--- src/rtl/task_table_ready_queue_defines.svh ---
// assertion macros for the task table
`ifndef TASK_TABLE_READY_QUEUE_DEFINES_SVH
`define TASK_TABLE_READY_QUEUE_DEFINES_SVH
`ifndef SYNTHESIS
`define TTRQ_ASSERT(label, clk, rst_n, prop, msg) \
    label: assert property (@(posedge clk) disable iff (!rst_n) prop) else $error(msg);
`define TTRQ_ASSERT_NR(label, clk, prop, msg) \
    label: assert property (@(posedge clk) prop) else $error(msg);
`else
`define TTRQ_ASSERT(label, clk, rst_n, prop, msg)
`define TTRQ_ASSERT_NR(label, clk, prop, msg)
`endif
`endif

--- src/rtl/ttrq_pkg.sv ---
`default_nettype none
package ttrq_pkg;

    localparam logic [2:0] K_CREATE  = 3'd0;
    localparam logic [2:0] K_KILL    = 3'd1;
    localparam logic [2:0] K_EXIT    = 3'd2;
    localparam logic [2:0] K_SWITCH  = 3'd3;
    localparam logic [2:0] K_QUERY   = 3'd4;
    localparam logic [2:0] K_REQUEUE = 3'd5;

    localparam logic [2:0] S_OK      = 3'd0;
    localparam logic [2:0] S_FULL    = 3'd1;
    localparam logic [2:0] S_BADID   = 3'd2;
    localparam logic [2:0] S_NOTFND  = 3'd3;
    localparam logic [2:0] S_NORUN   = 3'd4;

    localparam logic [1:0] ST_FREE  = 2'd0;
    localparam logic [1:0] ST_READY = 2'd1;
    localparam logic [1:0] ST_RUN   = 2'd2;
    localparam logic [1:0] ST_TERM  = 2'd3;

    typedef struct packed {
        logic [2:0]  kind;
        logic [31:0] pid;
    } t_cmd;

    typedef struct packed {
        logic [2:0]  status;
        logic [31:0] result_pid;
        logic        alive;
        logic [31:0] running_pid;
    } t_rsp;

    // controller to datapath
    typedef struct packed {
        logic load;     // latch command, clear scan
        logic scan;     // examine one slot
        logic act;      // apply the operation
        logic walk;     // one step of the queue walk
        logic finish;   // register the result
    } t_ctl;

    // datapath to controller
    typedef struct packed {
        logic scan_last;
        logic walk_need;
        logic walk_done;
    } t_sts;

endpackage
`default_nettype wire

--- src/rtl/task_table_ready_queue.sv ---
`default_nettype none
// Task table with a FIFO ready queue.
// Issue a command word (kind, pid) by raising start while busy is low;
// the word is taken at that edge. Kinds: create, kill, exit running,
// switch, query alive, requeue running.
// One result word appears for exactly one cycle on o_rsp, marked by o_done;
// the receiver cannot stall and must take it in that cycle.
// Steps: the scan examines every slot, one slot per cycle, then the
// update is applied and the result is registered; kill or exit of a task
// queued behind the head of the ready queue also walks the queue links,
// one link per cycle, before the result register. busy stays high
// through the o_done cycle, so a new command is taken only after the
// result of the last one has been given.
// Reset (synchronous, active low) frees all slots, empties the queue,
// clears the running task and restarts identifiers at one.
module task_table_ready_queue #(
    parameter int NUM_SLOTS  = 16,
    parameter int IDENT_BITS = 32
) (
    input  wire logic           i_clk,
    input  wire logic           i_rst_n,
    input  wire logic           start,
    input  wire ttrq_pkg::t_cmd i_cmd,
    output logic                busy,
    output logic                o_done,
    output ttrq_pkg::t_rsp      o_rsp
);
    ttrq_pkg::t_ctl ctl;
    ttrq_pkg::t_sts sts;

    ttrq_ctrl u_ctrl (
        .i_clk(i_clk), .i_rst_n(i_rst_n), .i_start(start), .i_sts(sts),
        .o_ctl(ctl), .o_busy(busy), .o_done(o_done)
    );

    ttrq_dp #(.NUM_SLOTS(NUM_SLOTS), .IDENT_BITS(IDENT_BITS)) u_dp (
        .i_clk(i_clk), .i_rst_n(i_rst_n), .i_cmd(i_cmd), .i_ctl(ctl),
        .o_sts(sts), .o_rsp(o_rsp)
    );
endmodule
`default_nettype wire

--- src/rtl/ttrq_ctrl.sv ---
`default_nettype none
`include "task_table_ready_queue_defines.svh"
module ttrq_ctrl (
    input  wire logic          i_clk,
    input  wire logic          i_rst_n,
    input  wire logic          i_start,
    input  wire ttrq_pkg::t_sts i_sts,
    output ttrq_pkg::t_ctl     o_ctl,
    output logic               o_busy,
    output logic               o_done
);
    typedef enum logic [5:0] {
        IDLE   = 6'b000001,
        SCAN   = 6'b000010,
        ACT    = 6'b000100,
        WALK   = 6'b001000,
        FIN    = 6'b010000,
        DONE   = 6'b100000
    } t_state;

    t_state r_state, n_state;

    // next state
    always_comb begin
        n_state = r_state;
        case (r_state)
            IDLE: if (i_start) n_state = SCAN;
            SCAN: if (i_sts.scan_last) n_state = ACT;
            ACT:  n_state = i_sts.walk_need ? WALK : FIN;
            WALK: if (i_sts.walk_done) n_state = FIN;
            FIN:  n_state = DONE;
            DONE: n_state = IDLE;
            default: n_state = IDLE;
        endcase
    end

    always_ff @(posedge i_clk) begin
        if (!i_rst_n) r_state <= IDLE;
        else r_state <= n_state;
    end

    // commands
    always_comb begin
        o_ctl.load   = (r_state == IDLE) && i_start;
        o_ctl.scan   = (r_state == SCAN);
        o_ctl.act    = (r_state == ACT);
        o_ctl.walk   = (r_state == WALK);
        o_ctl.finish = (r_state == FIN);
    end
    assign o_busy = (r_state != IDLE);
    assign o_done = (r_state == DONE);

    `TTRQ_ASSERT(a_onehot, i_clk, i_rst_n, $onehot(r_state), "state not one-hot")
    `TTRQ_ASSERT(a_start, i_clk, i_rst_n, o_ctl.load |=> (r_state == SCAN), "start lost")
    `TTRQ_ASSERT(a_done, i_clk, i_rst_n, o_done |=> !o_busy, "done not followed by idle")
endmodule
`default_nettype wire

--- src/rtl/ttrq_dp.sv ---
`default_nettype none
module ttrq_dp #(
    parameter int NUM_SLOTS  = 16,
    parameter int IDENT_BITS = 32
) (
    input  wire logic           i_clk,
    input  wire logic           i_rst_n,
    input  wire ttrq_pkg::t_cmd i_cmd,
    input  wire ttrq_pkg::t_ctl i_ctl,
    output ttrq_pkg::t_sts      o_sts,
    output ttrq_pkg::t_rsp      o_rsp
);
    localparam int SW = (NUM_SLOTS > 1) ? $clog2(NUM_SLOTS) : 1;
    localparam int CW = $clog2(NUM_SLOTS + 1);
    localparam logic [IDENT_BITS-1:0] IMAX = {IDENT_BITS{1'b1}};

    // slot table
    logic [1:0]            r_state [NUM_SLOTS];
    logic [IDENT_BITS-1:0] r_ident [NUM_SLOTS];
    logic [SW-1:0]         r_link  [NUM_SLOTS];
    logic                  r_queued[NUM_SLOTS];
    logic [SW-1:0]         r_head, r_tail, r_run;
    logic                  r_empty, r_run_v;
    logic [IDENT_BITS-1:0] r_next;

    // command and scan state
    logic [2:0]    r_kind;
    logic [31:0]   r_pid;
    logic [SW-1:0] r_idx;
    logic          r_found, r_alive;
    logic [SW-1:0] r_fslot;
    logic [2:0]    r_status;
    logic [IDENT_BITS-1:0] r_rpid;
    logic [SW-1:0] r_prev, r_target;
    logic [CW-1:0] r_steps;
    ttrq_pkg::t_rsp r_rsp;

    logic          pid_in, pid_hit, free_hit, alive_hit;
    logic [1:0]    cst;

    assign cst      = r_state[r_idx];
    assign pid_in   = (r_pid[31:0] <= 32'(IMAX));
    assign pid_hit  = pid_in && (r_ident[r_idx] == r_pid[IDENT_BITS-1:0]);
    assign free_hit = (cst == ttrq_pkg::ST_FREE) || (cst == ttrq_pkg::ST_TERM);
    assign alive_hit = ((cst == ttrq_pkg::ST_READY) || (cst == ttrq_pkg::ST_RUN)) && pid_hit;

    assign o_sts.scan_last = (32'(r_idx) == NUM_SLOTS - 1);

    // walk step signals
    logic [SW-1:0] cur;
    assign cur = r_link[r_prev];

    logic walk_need_c;
    logic [SW-1:0] ulink_s;
    logic          unlink_mid;

    always_comb begin
        logic [SW-1:0] s;
        s = r_fslot;
        if (r_kind == ttrq_pkg::K_EXIT) s = r_run;
        ulink_s = s;
        unlink_mid = r_queued[s] && !r_empty && (r_head != s);
    end

    always_comb begin
        walk_need_c = 1'b0;
        case (r_kind)
            ttrq_pkg::K_KILL:
                walk_need_c = pid_in_ok() && unlink_mid;
            ttrq_pkg::K_EXIT:
                walk_need_c = r_run_v && unlink_mid;
            default: walk_need_c = 1'b0;
        endcase
    end
    assign o_sts.walk_need = walk_need_c;
    assign o_sts.walk_done = (r_prev == r_tail) || (cur == r_target) ||
                             (32'(r_steps) >= NUM_SLOTS - 1);

    function automatic logic pid_in_ok();
        logic bad;
        bad = (r_pid == 32'd0) || !pid_in ||
              ((r_next != '0) && (r_pid[IDENT_BITS-1:0] >= r_next));
        return !bad && r_found && (r_state[r_fslot] != ttrq_pkg::ST_TERM);
    endfunction

    // table update
    always_ff @(posedge i_clk) begin
        logic [SW-1:0] s, hd, hd_nxt;
        logic          app_ok;
        if (!i_rst_n) begin
            for (int k = 0; k < NUM_SLOTS; k++) begin
                r_state[k]  <= ttrq_pkg::ST_FREE;
                r_ident[k]  <= '0;
                r_queued[k] <= 1'b0;
            end
            r_head <= '0; r_tail <= '0; r_empty <= 1'b1;
            r_run <= '0; r_run_v <= 1'b0; r_next <= IDENT_BITS'(1);
            r_rsp <= '0;
        end else begin
            if (i_ctl.load) begin
                r_kind <= i_cmd.kind; r_pid <= i_cmd.pid;
                r_idx <= '0; r_found <= 1'b0; r_alive <= 1'b0;
                r_fslot <= '0; r_status <= ttrq_pkg::S_OK; r_rpid <= '0;
            end
            if (i_ctl.scan) begin
                if (!o_sts.scan_last) r_idx <= r_idx + 1'b1;
                if (alive_hit) r_alive <= 1'b1;
                if (!r_found) begin
                    if ((r_kind == ttrq_pkg::K_CREATE) && free_hit) begin
                        r_found <= 1'b1; r_fslot <= r_idx;
                    end
                    if ((r_kind == ttrq_pkg::K_KILL) && (cst != ttrq_pkg::ST_FREE) && pid_hit)
                    begin
                        r_found <= 1'b1; r_fslot <= r_idx;
                    end
                end
            end
            if (i_ctl.act) begin
                s = ulink_s;
                r_prev <= r_head; r_target <= s; r_steps <= '0;
                case (r_kind)
                    ttrq_pkg::K_CREATE: begin
                        if (!r_found || r_next == '0) r_status <= ttrq_pkg::S_FULL;
                        else begin
                            r_ident[r_fslot] <= r_next;
                            r_state[r_fslot] <= ttrq_pkg::ST_READY;
                            r_queued[r_fslot] <= 1'b1;
                            r_rpid <= r_next;
                            r_next <= r_next + 1'b1;
                            if (r_empty) r_head <= r_fslot;
                            else r_link[r_tail] <= r_fslot;
                            r_tail <= r_fslot; r_empty <= 1'b0;
                        end
                    end
                    ttrq_pkg::K_KILL, ttrq_pkg::K_EXIT: begin
                        if ((r_kind == ttrq_pkg::K_KILL) &&
                            ((r_pid == 32'd0) || !pid_in ||
                             ((r_next != '0) && (r_pid[IDENT_BITS-1:0] >= r_next))))
                            r_status <= ttrq_pkg::S_BADID;
                        else if ((r_kind == ttrq_pkg::K_KILL) &&
                                 (!r_found || r_state[r_fslot] == ttrq_pkg::ST_TERM))
                            r_status <= ttrq_pkg::S_NOTFND;
                        else if ((r_kind == ttrq_pkg::K_EXIT) && !r_run_v)
                            r_status <= ttrq_pkg::S_NORUN;
                        else begin
                            r_state[s] <= ttrq_pkg::ST_TERM;
                            if (r_run_v && r_run == s) r_run_v <= 1'b0;
                            if (r_queued[s] && !r_empty) begin
                                r_queued[s] <= 1'b0;
                                if (r_head == s) begin
                                    if (r_tail == s) r_empty <= 1'b1;
                                    else r_head <= r_link[s];
                                end
                            end
                        end
                    end
                    ttrq_pkg::K_SWITCH: begin
                        // append running task, then pop head
                        app_ok = r_run_v && !r_queued[r_run] &&
                                 (r_state[r_run] != ttrq_pkg::ST_TERM);
                        if (!r_run_v && r_empty) r_status <= ttrq_pkg::S_NORUN;
                        else if (r_empty && !app_ok) begin
                            r_state[r_run] <= ttrq_pkg::ST_RUN;
                            r_rpid <= r_ident[r_run];
                        end else begin
                            hd = r_empty ? r_run : r_head;
                            // successor of the head sees the append made in this cycle
                            hd_nxt = (app_ok && !r_empty && (hd == r_tail)) ? r_run
                                                                             : r_link[hd];
                            if (app_ok && !r_empty) begin
                                r_link[r_tail] <= r_run; r_tail <= r_run;
                                r_queued[r_run] <= 1'b1;
                            end
                            if (app_ok && r_empty) begin
                                r_tail <= r_run; r_head <= r_run;
                            end
                            // pop hd
                            if (hd == (app_ok ? r_run : r_tail)) r_empty <= 1'b1;
                            else begin
                                r_head <= hd_nxt; r_empty <= 1'b0;
                            end
                            r_queued[hd] <= 1'b0;
                            if (r_run_v && r_state[r_run] == ttrq_pkg::ST_RUN && hd != r_run)
                                r_state[r_run] <= ttrq_pkg::ST_READY;
                            r_state[hd] <= ttrq_pkg::ST_RUN;
                            r_run <= hd; r_run_v <= 1'b1;
                            r_rpid <= r_ident[hd];
                        end
                    end
                    ttrq_pkg::K_REQUEUE: begin
                        if (!r_run_v) r_status <= ttrq_pkg::S_NORUN;
                        else if (r_state[r_run] == ttrq_pkg::ST_RUN) begin
                            r_state[r_run] <= ttrq_pkg::ST_READY;
                            if (!r_queued[r_run]) begin
                                if (r_empty) r_head <= r_run;
                                else r_link[r_tail] <= r_run;
                                r_tail <= r_run; r_empty <= 1'b0;
                                r_queued[r_run] <= 1'b1;
                            end
                        end
                    end
                    default: ;
                endcase
            end
            // walk for unlink of a task queued behind the head of the queue
            if (i_ctl.walk) begin
                r_steps <= r_steps + 1'b1;
                if (r_prev != r_tail) begin
                    if (cur == r_target) begin
                        if (r_tail == r_target) r_tail <= r_prev;
                        else r_link[r_prev] <= r_link[r_target];
                    end else r_prev <= cur;
                end
            end
            if (i_ctl.finish) begin
                r_rsp.status      <= r_status;
                r_rsp.result_pid  <= 32'(r_rpid);
                r_rsp.alive       <= (r_kind == ttrq_pkg::K_QUERY) && r_alive;
                r_rsp.running_pid <= r_run_v ? 32'(r_ident[r_run]) : 32'd0;
            end
        end
    end

    assign o_rsp = r_rsp;
endmodule
`default_nettype wire

--- config.mk ---
export PLATFORM = sky130hd
export DESIGN_NAME = task_table_ready_queue
export DESIGN_NICKNAME = d
export VERILOG_FILES = /design/src/rtl/ttrq_pkg.sv /design/src/rtl/task_table_ready_queue.sv /design/src/rtl/ttrq_ctrl.sv /design/src/rtl/ttrq_dp.sv
export VERILOG_INCLUDE_DIRS = /design/src /design/src/rtl
export SDC_FILE = /design/constraint.sdc
export NUM_CORES = 2
export LEC_CHECK = 0
export ABC_AREA = 0
export BUFFER_PORTS_ARGS = -buffer_cell sky130_fd_sc_hd__buf_2
export CORE_ASPECT_RATIO = 1.1
export CORE_MARGIN = 4
export CORE_UTILIZATION = 34
export DETAILED_ROUTE_END_ITERATION = 8
export PLACE_DENSITY = 0.6
export SETUP_SLACK_MARGIN = 0.5
export SLEW_MARGIN = 10
export SYNTH_ARGS = -nofsm -noshare
export SYNTH_HDL_FRONTEND = slang
export SYNTH_SLANG_ARGS = --single-unit
--- constraint.sdc ---
create_clock -name i_clk -period 5.3 [get_ports i_clk]
set_clock_uncertainty 0.15 [all_clocks]
set_input_delay 0.265 -clock i_clk [delete_from_list [all_inputs] [get_ports i_clk]]
set_output_delay 0.265 -clock i_clk [all_outputs]
set_load 0.02 [all_outputs]
==> results.json <==
{
  "nets": 4276,
  "synth-seq-cells": 857,
  "routed_via_density": 6.426,
  "holdWs_ns": 0.1195,
  "intPower_uw": 11970,
  "antenna_found_initial": 9,
  "r2r_end": "u_dp.r_alive",
  "dr.pass1.iters": 6,
  "synth_nets": 4293,
  "cap_violations": 0,
  "pwr-share-comb": 0.117,
  "first_iter_violations": 5654,
  "hold_class": "in -> reg",
  "seq_power_share": 0.474,
  "crit_path_frequent_cell": "mux2i_1",
  "cts_tree": "yes",
  "synth_seq_area_share": 0.4708,
  "synth_async_sr_flop_share": 0,
  "core_area_mm2": 0.1480,
  "fmax_mhz": 211.6,
  "clock-root-buffer": "clkbuf_16",
  "rows": 148,
  "layout_common_cells": "669 x edfxtp_1, 563 x nor3_1, 495 x mux4_2, 438 x nand2_1, 179 x dfxtp_1",
  "crit_end": "u_dp.r_alive",
  "hold_viol": 0,
  "cts.sinks": 857,
  "dieHeight_um": 412.9,
  "pwr-share-clk": 0.409,
  "critPathKind": "reg -> reg",
  "cp_top_family": "simple AND/OR/NAND/NOR gates",
  "timing.final.max_slew_violations": 0,
  "grt_start_max_net_pins": 129,
  "clock_latency_ns": 0.74,
  "synth_edf_count": 669,
  "switching_power_uw": 4386,
  "gp_congestion": 0.9264,
  "layout.cells.most_common": "edfxtp_1",
  "path_buf_inv": 1,
  "cp.depth": 9,
  "post_synth.cell_area_avg_um2": 12.02,
  "final.period_utilization": 0.8919,
  "hpwl_mm": 123.2,
  "grt_pass1_wl_mm": 276.3,
  "avgRoutedWirePerCell_um": 30.61,
  "cts_buffers": 98,
  "fin_area_mm2": 0.05741,
  "rsz0062_at_grt": "false",
  "grt_usage": 0.2415,
  "multiInputGateArea_mm2": 0.02517,
  "setup-tns-final_ns": 0,
  "seqCellArea_mm2": 0.02388,
  "fin_util": 0.3880,
  "cp.required_ns": 5.74,
  "ant_nets": 0,
  "crit_chain": "buf_4, mux4_2, mux2i_1, mux2i_1, xor2_1, nor4_1, nand4_1, nor3_1, a32o_1",
  "clk_pin_slew_worst_paths_ns": 0.06,
  "r2r_setup_slack_ns": 0.57,
  "drive_above_1_share": 0.2357,
  "top_level_ports": 108,
  "run_status": "finished clean",
  "power_uw": 16360,
  "ys.warnings.count": 0,
  "cts_buffer_depth": 3,
  "portBuffers": 107,
  "ir_drop_uv": 270.7,
  "cp-end-kind": "flip-flop",
  "maxSlewHeadroom": 0.1777,
  "initial_core_util": 0.3425,
  "arrival_ns": 5.17,
  "cts_max_level": 3,
  "vias": 40080,
  "start_kind": "flip-flop",
  "place_area_mm2": 0.05389,
  "grt_pass1_vias": 38690,
  "die_w_um": 376.1,
  "overflow": 0,
  "power_density_mw_per_mm2": 285.0,
  "cp_max_fo": 45,
  "p_sw_frac": 0.2681,
  "leakagePower_uw": 0.01839,
  "wl_mm": 190.9,
  "min_period_ns": 4.727,
  "ys_types": 83,
  "synth_area_mm2": 0.05067,
  "rr_worst_depth": 9,
  "synth_cells": 4217,
  "post_cts_buffers": 0,
  "cp_slowest_stage_delay_ns": 1.04,
  "cp_slowest_cell": "nor3_1",
  "area_delta_synth_final_pct": 13.31,
  "dieArea_mm2": 0.1553,
  "worst_pin_slew_ns": 1.224,
  "setup_viol": 0,
  "synth_ff_type": "edfxtp_1",
  "drc": 0,
  "fill_cells": 13990
}
worst reg2reg max path, cell delays in order, from the launching register on:
cell and delay (ns):
dfxtp_4 0.96, buf_4 0.38, mux4_2 0.50, mux2i_1 0.15
mux2i_1 0.11, xor2_1 0.17, nor4_1 0.52, nand4_1 0.31
nor3_1 1.04, a32o_1 0.30
registers in the layout, summed over array words and instances, names as in the netlist, 6 cells and up, named ones only:
signal	count
u_dp.r_pid	32
u_dp.o_rsp	68
u_dp.r_ident	512
u_dp.r_state	32
u_dp.r_rpid	32
u_ctrl.r_state	6
u_dp.r_next	32
u_dp.r_queued	16
u_dp.r_link	64
through the flow:
step                setup WS, ns  std cells
floorplan               -0.04021       4217
global placement          0.3446       6013
detailed placement        0.2796       6013
CTS                       0.6335       6230
global route              0.5315       6230
finish                    0.5731       6237
timing repair:
| action | in CTS | in global routing |
|---|---|---|
| hold endpoints to repair | 60 | 0 |
| endpoints found under the setup margin | 9 | 13 |
| pin swaps | 0 | 0 |
| hold buffers | 37 | 0 |
| gates resized for setup | 1 | 4 |
logic make-up after synthesis:
kind of cell             synth area share
XOR/XNOR                          0.02074
flip-flops                         0.4708
multiplexers                       0.2465
AND/OR/NAND/NOR                    0.1429
AO/OA/AOI/OAI                     0.07053
buffers and inverters             0.03921
adder cells (fa/ha/maj)          0.009384
routing by layer:
layer	vias to the layer above	routed length (um)	track usage
li1	16500	-	-
met1	20130	67450	0.2997
met2	2834	87800	0.3818
met3	608	20780	0.05215
met4	6	14830	0.1584
met5	-	40	0
how the worst min path moves through the flow:
stage / from / endpoint / depth (start not counted)
global route: i_cmd[32] / u_dp.r_kind[0] / 2
finish: i_cmd[8] / u_dp.r_pid[8] / 2
floorplan: i_cmd[32] / u_dp.r_kind[0] / 0
CTS: i_cmd[32] / u_dp.r_kind[0] / 2
global placement: u_dp.o_rsp[39] / u_dp.o_rsp[39] / 2
detailed placement: i_cmd[29] / u_dp.r_pid[29] / 1
final cells by class:
class                   instances  share of cell area
diodes                          7           0.0003051
clock buffers                 133             0.04729
clock inverters                47            0.006887
inverters                      65            0.004489
multi-input cells            2858              0.4384
flip-flops and latches        857              0.4160
well taps                    1950             0.04250
repair buffers                320             0.04413
Yosys cell counts (29+ instances only):
cell	n	area, um2
buf_2	57	285.3
nand3b_1	32	240.2
a31oi_1	49	306.5
nor3_1	564	2823
inv_1	29	108.9
dfxtp_1	188	3764
xnor2_1	74	648.1
edfxtp_1	669	20090
xor2_1	46	402.9
a21oi_1	164	820.8
nor4_1	32	200.2
nand4_1	32	200.2
a22oi_1	45	337.8
clkbuf_1	328	1231
ha_1	38	475.5
buf_1	45	168.9
nand2_1	443	1663
mux2i_1	109	1091
nor2_1	162	608.1
mux4_2	495	11150
o21ai_0	130	650.6
nand3_1	79	395.4
and3_1	73	456.7
power groups by stage:
stage | combinational, uW | clock [uW] | sequential, uW
floorplan | 1270 | 0 | 7690
global placement | 1840 | 0 | 7890
detailed placement | 1860 | 0 | 7900
CTS | 1890 | 6780 | 7750
global route | 2000 | 7060 | 7770
finish | 1910 | 6690 | 7760
No activity file was read; power rests on OpenSTA's default activity.
